==> src/rtl/bptc_pkg.sv <==
// ----------------------------------------------------------------------------
// bptc_pkg
// Shared widths, register indexes and pipeline control types for the
// barometric pressure and temperature compensation block.
// ----------------------------------------------------------------------------
package bptc_pkg;

    // Field widths.
    localparam int RAW_W   = 24;
    localparam int COEF_W  = 16;
    localparam int TEMP_W  = 19;
    localparam int PRESS_W = 32;

    // Configuration port.
    localparam int CFG_IDX_W = 3;

    typedef enum logic [CFG_IDX_W-1:0] {
        REG_SENS     = 3'd0,
        REG_OFF      = 3'd1,
        REG_TCS      = 3'd2,
        REG_TCO      = 3'd3,
        REG_TREF     = 3'd4,
        REG_TEMPSENS = 3'd5
    } t_cfg_idx;

    // Internal datapath widths.
    localparam int DT_W   = RAW_W + 1;          // raw_temp - tref*2^8
    localparam int PROD_W = DT_W + COEF_W + 1;  // dT times a coefficient
    localparam int Q_W    = PROD_W - 23;        // temperature minus 2000
    localparam int SQ_W   = 2 * Q_W;            // square of Q_W values
    localparam int ACC_W  = 40;                 // OFF, SENS and their corrections
    localparam int SPLIT  = 20;                 // SENS split point for the multiply
    localparam int PPL_W  = RAW_W + 1 + SPLIT + 1;
    localparam int PPH_W  = RAW_W + 1 + (ACC_W - SPLIT);
    localparam int PFULL_W = 64;
    localparam int PV_W   = PFULL_W - 21;
    localparam int DIFF_W = PV_W + 1;

    localparam logic signed [TEMP_W-1:0] TEMP_BASE = TEMP_W'(2000);
    localparam logic signed [Q_W-1:0]    COLD2_OFS = Q_W'(3500);

    // Pipeline stages.
    localparam int NUM_STAGES = 9;

    typedef struct packed {
        logic [NUM_STAGES-1:0] en;
        logic [NUM_STAGES-1:0] vld;
    } t_pipe_ctl;

endpackage

==> src/rtl/bptc_pipe_ctl.sv <==
// ----------------------------------------------------------------------------
// bptc_pipe_ctl
// Valid bits and load enables for the compensation pipeline. A stage loads
// when it is empty or when the stage after it moves, so bubbles collapse
// and a stalled output only holds back stages that are full.
// ----------------------------------------------------------------------------
module bptc_pipe_ctl (
    input  logic                 i_clk,
    input  logic                 i_rst_n,
    input  logic                 i_in_valid,
    input  logic                 i_out_stall,
    output bptc_pkg::t_pipe_ctl  o_ctl
);

    logic [bptc_pkg::NUM_STAGES-1:0] r_vld;
    logic [bptc_pkg::NUM_STAGES-1:0] n_en;

    always_comb begin
        n_en[bptc_pkg::NUM_STAGES-1] = !r_vld[bptc_pkg::NUM_STAGES-1] || !i_out_stall;
        for (int k = bptc_pkg::NUM_STAGES - 2; k >= 0; k--) begin
            n_en[k] = !r_vld[k] || n_en[k+1];
        end
    end

    always_ff @(posedge i_clk) begin
        if (!i_rst_n) begin
            r_vld <= '0;
        end else begin
            if (n_en[0]) begin
                r_vld[0] <= i_in_valid;
            end
            for (int k = 1; k < bptc_pkg::NUM_STAGES; k++) begin
                if (n_en[k]) begin
                    r_vld[k] <= r_vld[k-1];
                end
            end
        end
    end

    assign o_ctl.en  = n_en;
    assign o_ctl.vld = r_vld;

endmodule

==> config.mk <==
export PLATFORM = sky130hd
export DESIGN_NAME = bptc_pipe_ctl
export DESIGN_NICKNAME = d
export VERILOG_FILES = /design/src/rtl/bptc_pkg.sv /design/src/rtl/bptc_pipe_ctl.sv
export SDC_FILE = /design/constraint.sdc
export NUM_CORES = 1
export LEC_CHECK = 0
export ABC_AREA = 1
export BUFFER_PORTS_ARGS = -buffer_cell sky130_fd_sc_hd__buf_2
export CORE_AREA = 2 2 39 41
export CTS_BUF_LIST = sky130_fd_sc_hd__clkbuf_8
export CTS_CLUSTER_DIAMETER = 60
export DETAILED_ROUTE_END_ITERATION = 6
export DIE_AREA = 0 0 41 43
export PLACE_DENSITY = 0.62
export SLEW_MARGIN = 20
export SYNTH_ARGS = -nofsm -noshare
export SYNTH_HDL_FRONTEND = slang
export SYNTH_SLANG_ARGS = --single-unit
==> constraint.sdc <==
create_clock -name i_clk -period 1.3 [get_ports i_clk]
set_input_delay 0.26 -clock i_clk [delete_from_list [all_inputs] [get_ports i_clk]]
set_output_delay 0.26 -clock i_clk [all_outputs]
set_load 0.1 [all_outputs]
==> flow_summary.toml, run 1 <==
[status]
status = "complete, but fails checks"
failed_checks = "setup timing"

[critical_path]
end_kind = "primary output"
path_depth = 6
critPathKind = "register to primary output"
critPathMaxFanout = 5
worst_ep_arrival_time_ns = 1.41
crit_family = "simple AND/OR/NAND/NOR gates"
worstRegToRegCells = 8
cp.required_ns = 1.04
crit_path_end = "o_ctl[9]"
timing.rr.end = "r_vld[0]"
path_cells = "nand2_8, nor2_4, nand4_4, nor2_4, nand4_4, buf_6"
r2r_start = "r_vld[8]"
worst_setup_path_start_kind = "register"
critPathBufInv = 1
cpPeakStageDelay_ns = 0.37
slowest_stage = "dfxtp_4"
cp-startpoint = "r_vld[8]"
r2r_slack_ns = -0.11

[drt]
ant_nets = 0
vias_per_cell = 4.253
via_count = 421
drt_iter0_markers = 1
drc_errors = 0
first_pass_iters = 2
wl_per_cell_um = 10.10
routed_wl_mm = 1.000

[placed_design]
dp_hpwl_um = 805.9
place_ws_ns = -0.2685
gp_congestion = 0.6397
port_buffers = 21

[timing]
finalMaxSlewViolations = 0
fin_crit_ns = 1.666
setup_violations = 10
period_share_pct = 128.2
rsz0062_at_grt = "true"
fin_setup_tns_ns = -2.585
fmax_ghz = 0.6001
clock-skew-final_ns = 0.001885
worst_pin_slew_ns = 0.2670
hold_viol = 0
slew_headroom_pct = 82.18
setup_ws_ns = -0.3663

[logic_synthesis]
syn_area_um2 = 359.1
syn_nets = 43
ys_seq_area_share_pct = 50.17
synth_seq_cells = 9
yosys_warnings = 0
synth_cell_type_count = 12
syn_avg_cell_area_um2 = 9.208
synth_cells = 39

[cells_and_area]
drive_above_1_share_pct = 77.11
top_register = "r_vld"
layout.nets = 88
top_regs = "r_vld (9)"
syn_to_final_growth_pct = 178.0
layout_common_cells = "buf_12, buf_4, inv_1, buf_6"
diodes = 0
largest_reg_flops = 9

[clock_tree]
ctsHoldBuffers = 0
clockRootBuffer = "clkbuf_8"
cts_htree_levels = 1
cts_tree = "yes"
cts_sinks = 9
cts_buffer_depth = 2
insertion_delay_ns = 0.23
cts_buffers = 3
clkTransAtPathRegs_ns = 0.04

[flow_run]
maxCapViolCount = 0

[global_route]
overflow = 0
grt_pass1_wl_mm = 1.738
track_usage_pct = 14.52
grt_pass1_vias = 429
grt_max_degree = 9
antenna_found_initial = 0

[floorplan]
die_w_um = 41
initial_core_util_pct = 25.95
dieHeight_um = 43
dieArea_um2 = 1763
core_um2 = 1384
rows = 14
io_pins = 22

[pwr]
leakagePower_nw = 0.4395
p_int_mw = 0.5153
power.switching_mw = 0.1693
pwr-share-seq_pct = 41.7
p_comb_share_pct = 12.4
swShare_pct = 24.73
clkPwrFrac_pct = 45.9
p_per_area_nw_per_um2 = 685.7
ir_worst_vdd_uv = 571.1

[hold_path]
hold_start = "i_rst_n"
hold_class = "input pin to register"
hold_path_depth = 2
-- synthesized netlist by cell type --
master   instances  area, um2
a21oi_1          6      30.03
a21oi_2          1      8.760
dfxtp_1          9      180.2
inv_1           11      41.29
nand2_1          2      7.510
nand2_2          1      6.260
nand3_2          1      10.01
nand4_2          1      12.51
nand4_4          1      21.27
nor2_1           3      11.26
nor2_4           2      22.52
o21a_1           1      7.510
-- worst reg2reg max path, cell delays in order, from the launching register on --
cell and delay (ns):
dfxtp_4 0.37, nand2_8 0.06, nor2_4 0.13, nand4_4 0.11
nor2_4 0.20, nand4_4 0.11, buf_4 0.15, buf_4 0.12
a21oi_2 0.10
-- layout make-up --
class / instances / area [um2]
inverter: 11 / 48.80
clock buffer: 3 / 41.29
tap: 16 / 20.02
fill: 97 / 385.4
clock inverter: 1 / 3.754
timing repair buffer: 40 / 506.7
multi-input combinational: 19 / 183.9
sequential: 9 / 193.9
-- power groups by stage --
stage               sequential (mW)  clock [mW]  combinational (mW)
CTS                           0.285       0.323              0.0852
floorplan                     0.326           0             0.00935
finish                        0.286       0.314              0.0850
detailed placement            0.290           0              0.0848
global placement              0.290           0              0.0838
global route                  0.286       0.342              0.0883
-- timing repair --
action	CTS	global route
resized for setup	21	9
setup buffers	2	4
pin swaps	2	5
setup endpoints to repair	10	11
-- stage by stage --
stage	area (um2)	std cells	utilization, %	hold slack (ns)	power (mW)
2_1_floorplan	420.4	39	-	0.3778	0.3350
3_3_place_gp	823.3	91	59.49	0.4840	0.3735
3_5_place_dp	823.3	91	59.49	0.4986	0.3749
4_1_cts	949.7	97	68.63	0.2581	0.6930
5_1_grt	998.5	99	72.15	0.2636	0.7159
6_report	998.5	99	72.15	0.2616	0.6847
-- routing by layer --
layer	vias to the layer above	GRT usage, %	wire length [um]
met5	-	0	0
met4	0	6.000	13
met3	2	3.665	71
met2	20	24.38	542
met1	189	16.29	372
li1	210	-	-
-- worst min-delay path by stage --
stage	to	slack (ns)
floorplan	r_vld[3]	0.38
global placement	r_vld[3]	0.48
detailed placement	r_vld[3]	0.50
CTS	r_vld[3]	0.26
global route	r_vld[3]	0.26
finish	r_vld[3]	0.26
-- kinds of logic after synthesis --
family | synth area share, %
AND/OR/NAND/NOR | 25.44
flip-flops | 50.17
AO/OA/AOI/OAI | 12.89
buffers and inverters | 11.50
Note: power is estimated with default switching activity, not from simulation.
==> run 2: changes to the inputs <==
--- a/config.mk
+++ b/config.mk
@@ -7,12 +7,14 @@
 export LEC_CHECK = 0
 export ABC_AREA = 1
 export BUFFER_PORTS_ARGS = -buffer_cell sky130_fd_sc_hd__buf_2
-export CORE_AREA = 2 2 39 41
+export CELL_PAD_IN_SITES_DETAIL_PLACEMENT = 2
+export CELL_PAD_IN_SITES_GLOBAL_PLACEMENT = 2
+export CORE_MARGIN = 2
+export CORE_UTILIZATION = 22
 export CTS_BUF_LIST = sky130_fd_sc_hd__clkbuf_8
 export CTS_CLUSTER_DIAMETER = 60
 export DETAILED_ROUTE_END_ITERATION = 6
-export DIE_AREA = 0 0 41 43
-export PLACE_DENSITY = 0.62
+export PLACE_DENSITY = 0.84
 export SLEW_MARGIN = 20
 export SYNTH_ARGS = -nofsm -noshare
 export SYNTH_HDL_FRONTEND = slang
==> flow_summary.toml, run 2 <==
[clock_tree]
cts_buffers = 3
clockRootBuffer = "clkbuf_8"
cts_htree_levels = 1
cts_buffer_depth = 2
cts_sinks = 9

[logic_synthesis]
synth_seq_cells = 9
netlist.area_leader.share_pct = 50.17
synth_area_leaders = "dfxtp_1, inv_1, a21oi_1"
synth_flop_cell = "dfxtp_1"
synthArstFlopShare_pct = 0
syn_nets = 43
yosys_warnings = 0
post-synth-top-count-cell = "inv_1"
synth_edf_count = 0
synth_cell_type_count = 12
synth_cells = 39
synth_area_leader_cell = "dfxtp_1"
syn_avg_cell_area_um2 = 9.208
ys_seq_area_share_pct = 50.17
synthTopCellsByCount = "inv_1, dfxtp_1, a21oi_1, nor2_1"
syn_area_um2 = 359.1

[placed_design]
place_ws_ns = -0.3183
dp_hpwl_mm = 1.397
port_buffers = 21
gp_congestion = 0.6946

[global_route]
grt_max_degree = 9
antenna_found_initial = 0

[timing]
endpoint_type = "output port"
worstEndpointGrtRepair = "o_ctl[9]"

[status]
lastStage = "global routing"
status = "aborted with a tool error"
stop_error = "[ERROR DPL-0033] detailed placement checks failed during check placement."

[floorplan]
rows = 14
die_w_um = 44.40
dieHeight_um = 44.40
io_pins = 22
initial_core_util_pct = 23.56
==> run 2: logic make-up after synthesis <==
group           Yosys count  share of synthesized area (%)
buf+inv                  11                          11.50
flops                     9                          50.17
compound gates            8                          12.89
simple gates             11                          25.44
==> run 2: metrics by stage <==
| step | util [%] | std cells | area (um2) |
|---|---|---|---|
| after floorplan | - | 39 | 420.4 |
| after global placement | 53.53 | 90 | 815.8 |
| after detailed placement | 53.53 | 90 | 815.8 |
| after CTS | 63.14 | 95 | 962.2 |
==> run 2: timing repair <==
item,CTS
hold buffers,0
setup endpoints to repair,12
buffers inserted,3
pin swaps,7
endpoints found under the hold margin,0
gates resized for setup,27
==> run 3: changes to the inputs <==
==> config.mk (replaced) <==
export PLATFORM = sky130hd
export DESIGN_NAME = bptc_pipe_ctl
export DESIGN_NICKNAME = d
export VERILOG_FILES = /design/src/rtl/bptc_pkg.sv /design/src/rtl/bptc_pipe_ctl.sv
export SDC_FILE = /design/constraint.sdc
export NUM_CORES = 1
export LEC_CHECK = 0
export ABC_AREA = 1
export BUFFER_PORTS_ARGS = -buffer_cell sky130_fd_sc_hd__buf_2
export CORE_AREA = 2 2 63 65
export DETAILED_ROUTE_END_ITERATION = 6
export DIE_AREA = 0 0 65 67
export PLACE_DENSITY_LB_ADDON = 0.15
export SLEW_MARGIN = 20
export SYNTH_ARGS = -nofsm -noshare
export SYNTH_HDL_FRONTEND = slang
export SYNTH_SLANG_ARGS = --single-unit
==> flow_summary.toml, run 3 (synthesized netlist as in run 1, its figures left out) <==
[status]
status = "complete, but fails checks"
failed_checks = "setup timing"

[cells_and_area]
layout_common_cells = "buf_4, buf_12, inv_1, buf_6"
final_area_um2 = 1107
diodes = 0
top_register = "r_vld"
fillers = 381
top_regs = "r_vld (9)"
syn_to_final_growth_pct = 208.4
layout.nets = 95
drive_above_1_share_pct = 78.89
largest_reg_flops = 9
final_util_pct = 30.71
final_cell_count_no_fill = 138
mostFrequentLayoutCell = "buf_4"

[timing]
setup_violations = 10
fmax_ghz = 0.5931
setup_ws_ns = -0.3860
worst_pin_slew_ns = 0.3177
slew_headroom_pct = 78.79
fin_setup_tns_ns = -3.198
hold_viol = 0
rsz0062_at_grt = "true"
clock-skew-final_ns = 0.001678
whs_ns = 0.2478
period_share_pct = 129.7
finalMaxSlewViolations = 0
fin_crit_ns = 1.686

[global_route]
track_usage_pct = 6.817
grt_pass1_vias = 444
antenna_found_initial = 0
grt_max_degree = 9
overflow = 0
grt_pass1_wl_mm = 2.159

[critical_path]
cp.required_ns = 1.04
cpPeakStageDelay_ns = 0.37
cp-startpoint = "r_vld[8]"
critPathMaxFanout = 5
critPathKind = "register to primary output"
path_cells = "nand2_8, nor2_4, nand4_4, nor2_4, nand4_4, buf_12"
worst_setup_path_start_kind = "register"
crit_path_end = "o_ctl[9]"
timing.rr.end = "r_vld[0]"
end_kind = "primary output"
worst_ep_arrival_time_ns = 1.43
r2r_slack_ns = -0.33
worstRegToRegCells = 10
slowest_stage = "dfxtp_4"
r2r_start = "r_vld[8]"

[drt]
routed_wl_mm = 1.306
first_pass_iters = 3
drt_iter0_markers = 2
wl_per_cell_um = 9.464
ant_nets = 0
vias_per_cell = 3.239
drc_errors = 0
via_count = 447

[clock_tree]
clockRootBuffer = "clkbuf_8"
cts_buffer_depth = 2
clkTransAtPathRegs_ns = 0.05
cts_tree = "yes"
cts_buffers = 3
cts_sinks = 9
insertion_delay_ns = 0.23
cts_htree_levels = 1

[pwr]
power.switching_mw = 0.1816
clkPwrFrac_pct = 47.3
swShare_pct = 25.72
p_comb_share_pct = 12.3
ir_worst_vdd_uv = 300.7
leakagePower_nw = 0.4767
p_per_area_nw_per_um2 = 637.7
p_int_mw = 0.5245
pwr-share-seq_pct = 40.4

[floorplan]
die_w_um = 65
io_pins = 22
rows = 22
dieHeight_um = 67
core_um2 = 3606
dieArea_um2 = 4355
initial_core_util_pct = 9.958

[flow_run]
maxCapViolCount = 0

[placed_design]
port_buffers = 21
dp_hpwl_um = 953.5
post_dp_cell_area_um2 = 870.8
gp_congestion = 0.6645
dp_cells = 124

[hold_path]
hold_class = "input pin to register"
hold_path_depth = 2
-- run 3: worst min path at each step --
| stage | startpoint | end | slack, ns |
|---|---|---|---|
| floorplan | i_rst_n | r_vld[3] | 0.38 |
| global placement | i_rst_n | r_vld[3] | 0.49 |
| detailed placement | i_rst_n | r_vld[3] | 0.49 |
| CTS | i_rst_n | r_vld[3] | 0.25 |
| global route | i_rst_n | r_vld[3] | 0.26 |
| finish | i_rst_n | r_vld[3] | 0.25 |
-- run 3: critical path: cells and delay by family, from the launching register on --
family | cells | cell delay [ns]
buffers and inverters | 1 | 0.19
flip-flops | 1 | 0.37
AND/OR/NAND/NOR | 5 | 0.63
-- run 3: timing repair --
item / 4_1_cts / 5_1_grt
endpoints found under the setup margin: 11 / 12
hold buffers: 0 / 0
buffers inserted: 7 / 3
pin swaps: 2 / 5
hold endpoints to repair: 0 / 0
gates resized for setup: 24 / 10
-- run 3: area by class of cell --
class	count	area, um2	share of cell area, %
clock buffer	4	45.04	4.068
timing repair buffer	47	575.6	51.98
multi-input combinational	19	183.9	16.61
sequential	9	193.9	17.51
tap	48	60.06	5.424
inverter	11	48.80	4.407
-- run 3: stage by stage --
stage,setup WS [ns],power [mW]
floorplan,-1.097,0.3350
global route,-0.4684,0.7378
CTS,-0.4097,0.7298
global placement,-0.2805,0.3758
detailed placement,-0.3066,0.3760
finish,-0.3860,0.7061
-- run 3: metal layers --
layer / up-vias / share of wire, % / track usage (%) / wire length, um
li1: 223 / - / - / -
met5: - / 0 / 0 / 0
met4: 0 / 0.69 / 1.596 / 9
met3: 2 / 11 / 4.392 / 148
met2: 22 / 50 / 11.34 / 654
met1: 200 / 38 / 7.201 / 493
-- run 3: power by group through the flow --
stage / Clock (mW) / Combinational [mW] / Sequential [mW]
2_1_floorplan: 0 / 0.00935 / 0.326
3_3_place_gp: 0 / 0.0857 / 0.290
3_5_place_dp: 0 / 0.0862 / 0.290
4_1_cts: 0.358 / 0.0866 / 0.285
5_1_grt: 0.362 / 0.0907 / 0.285
6_report: 0.334 / 0.0866 / 0.285
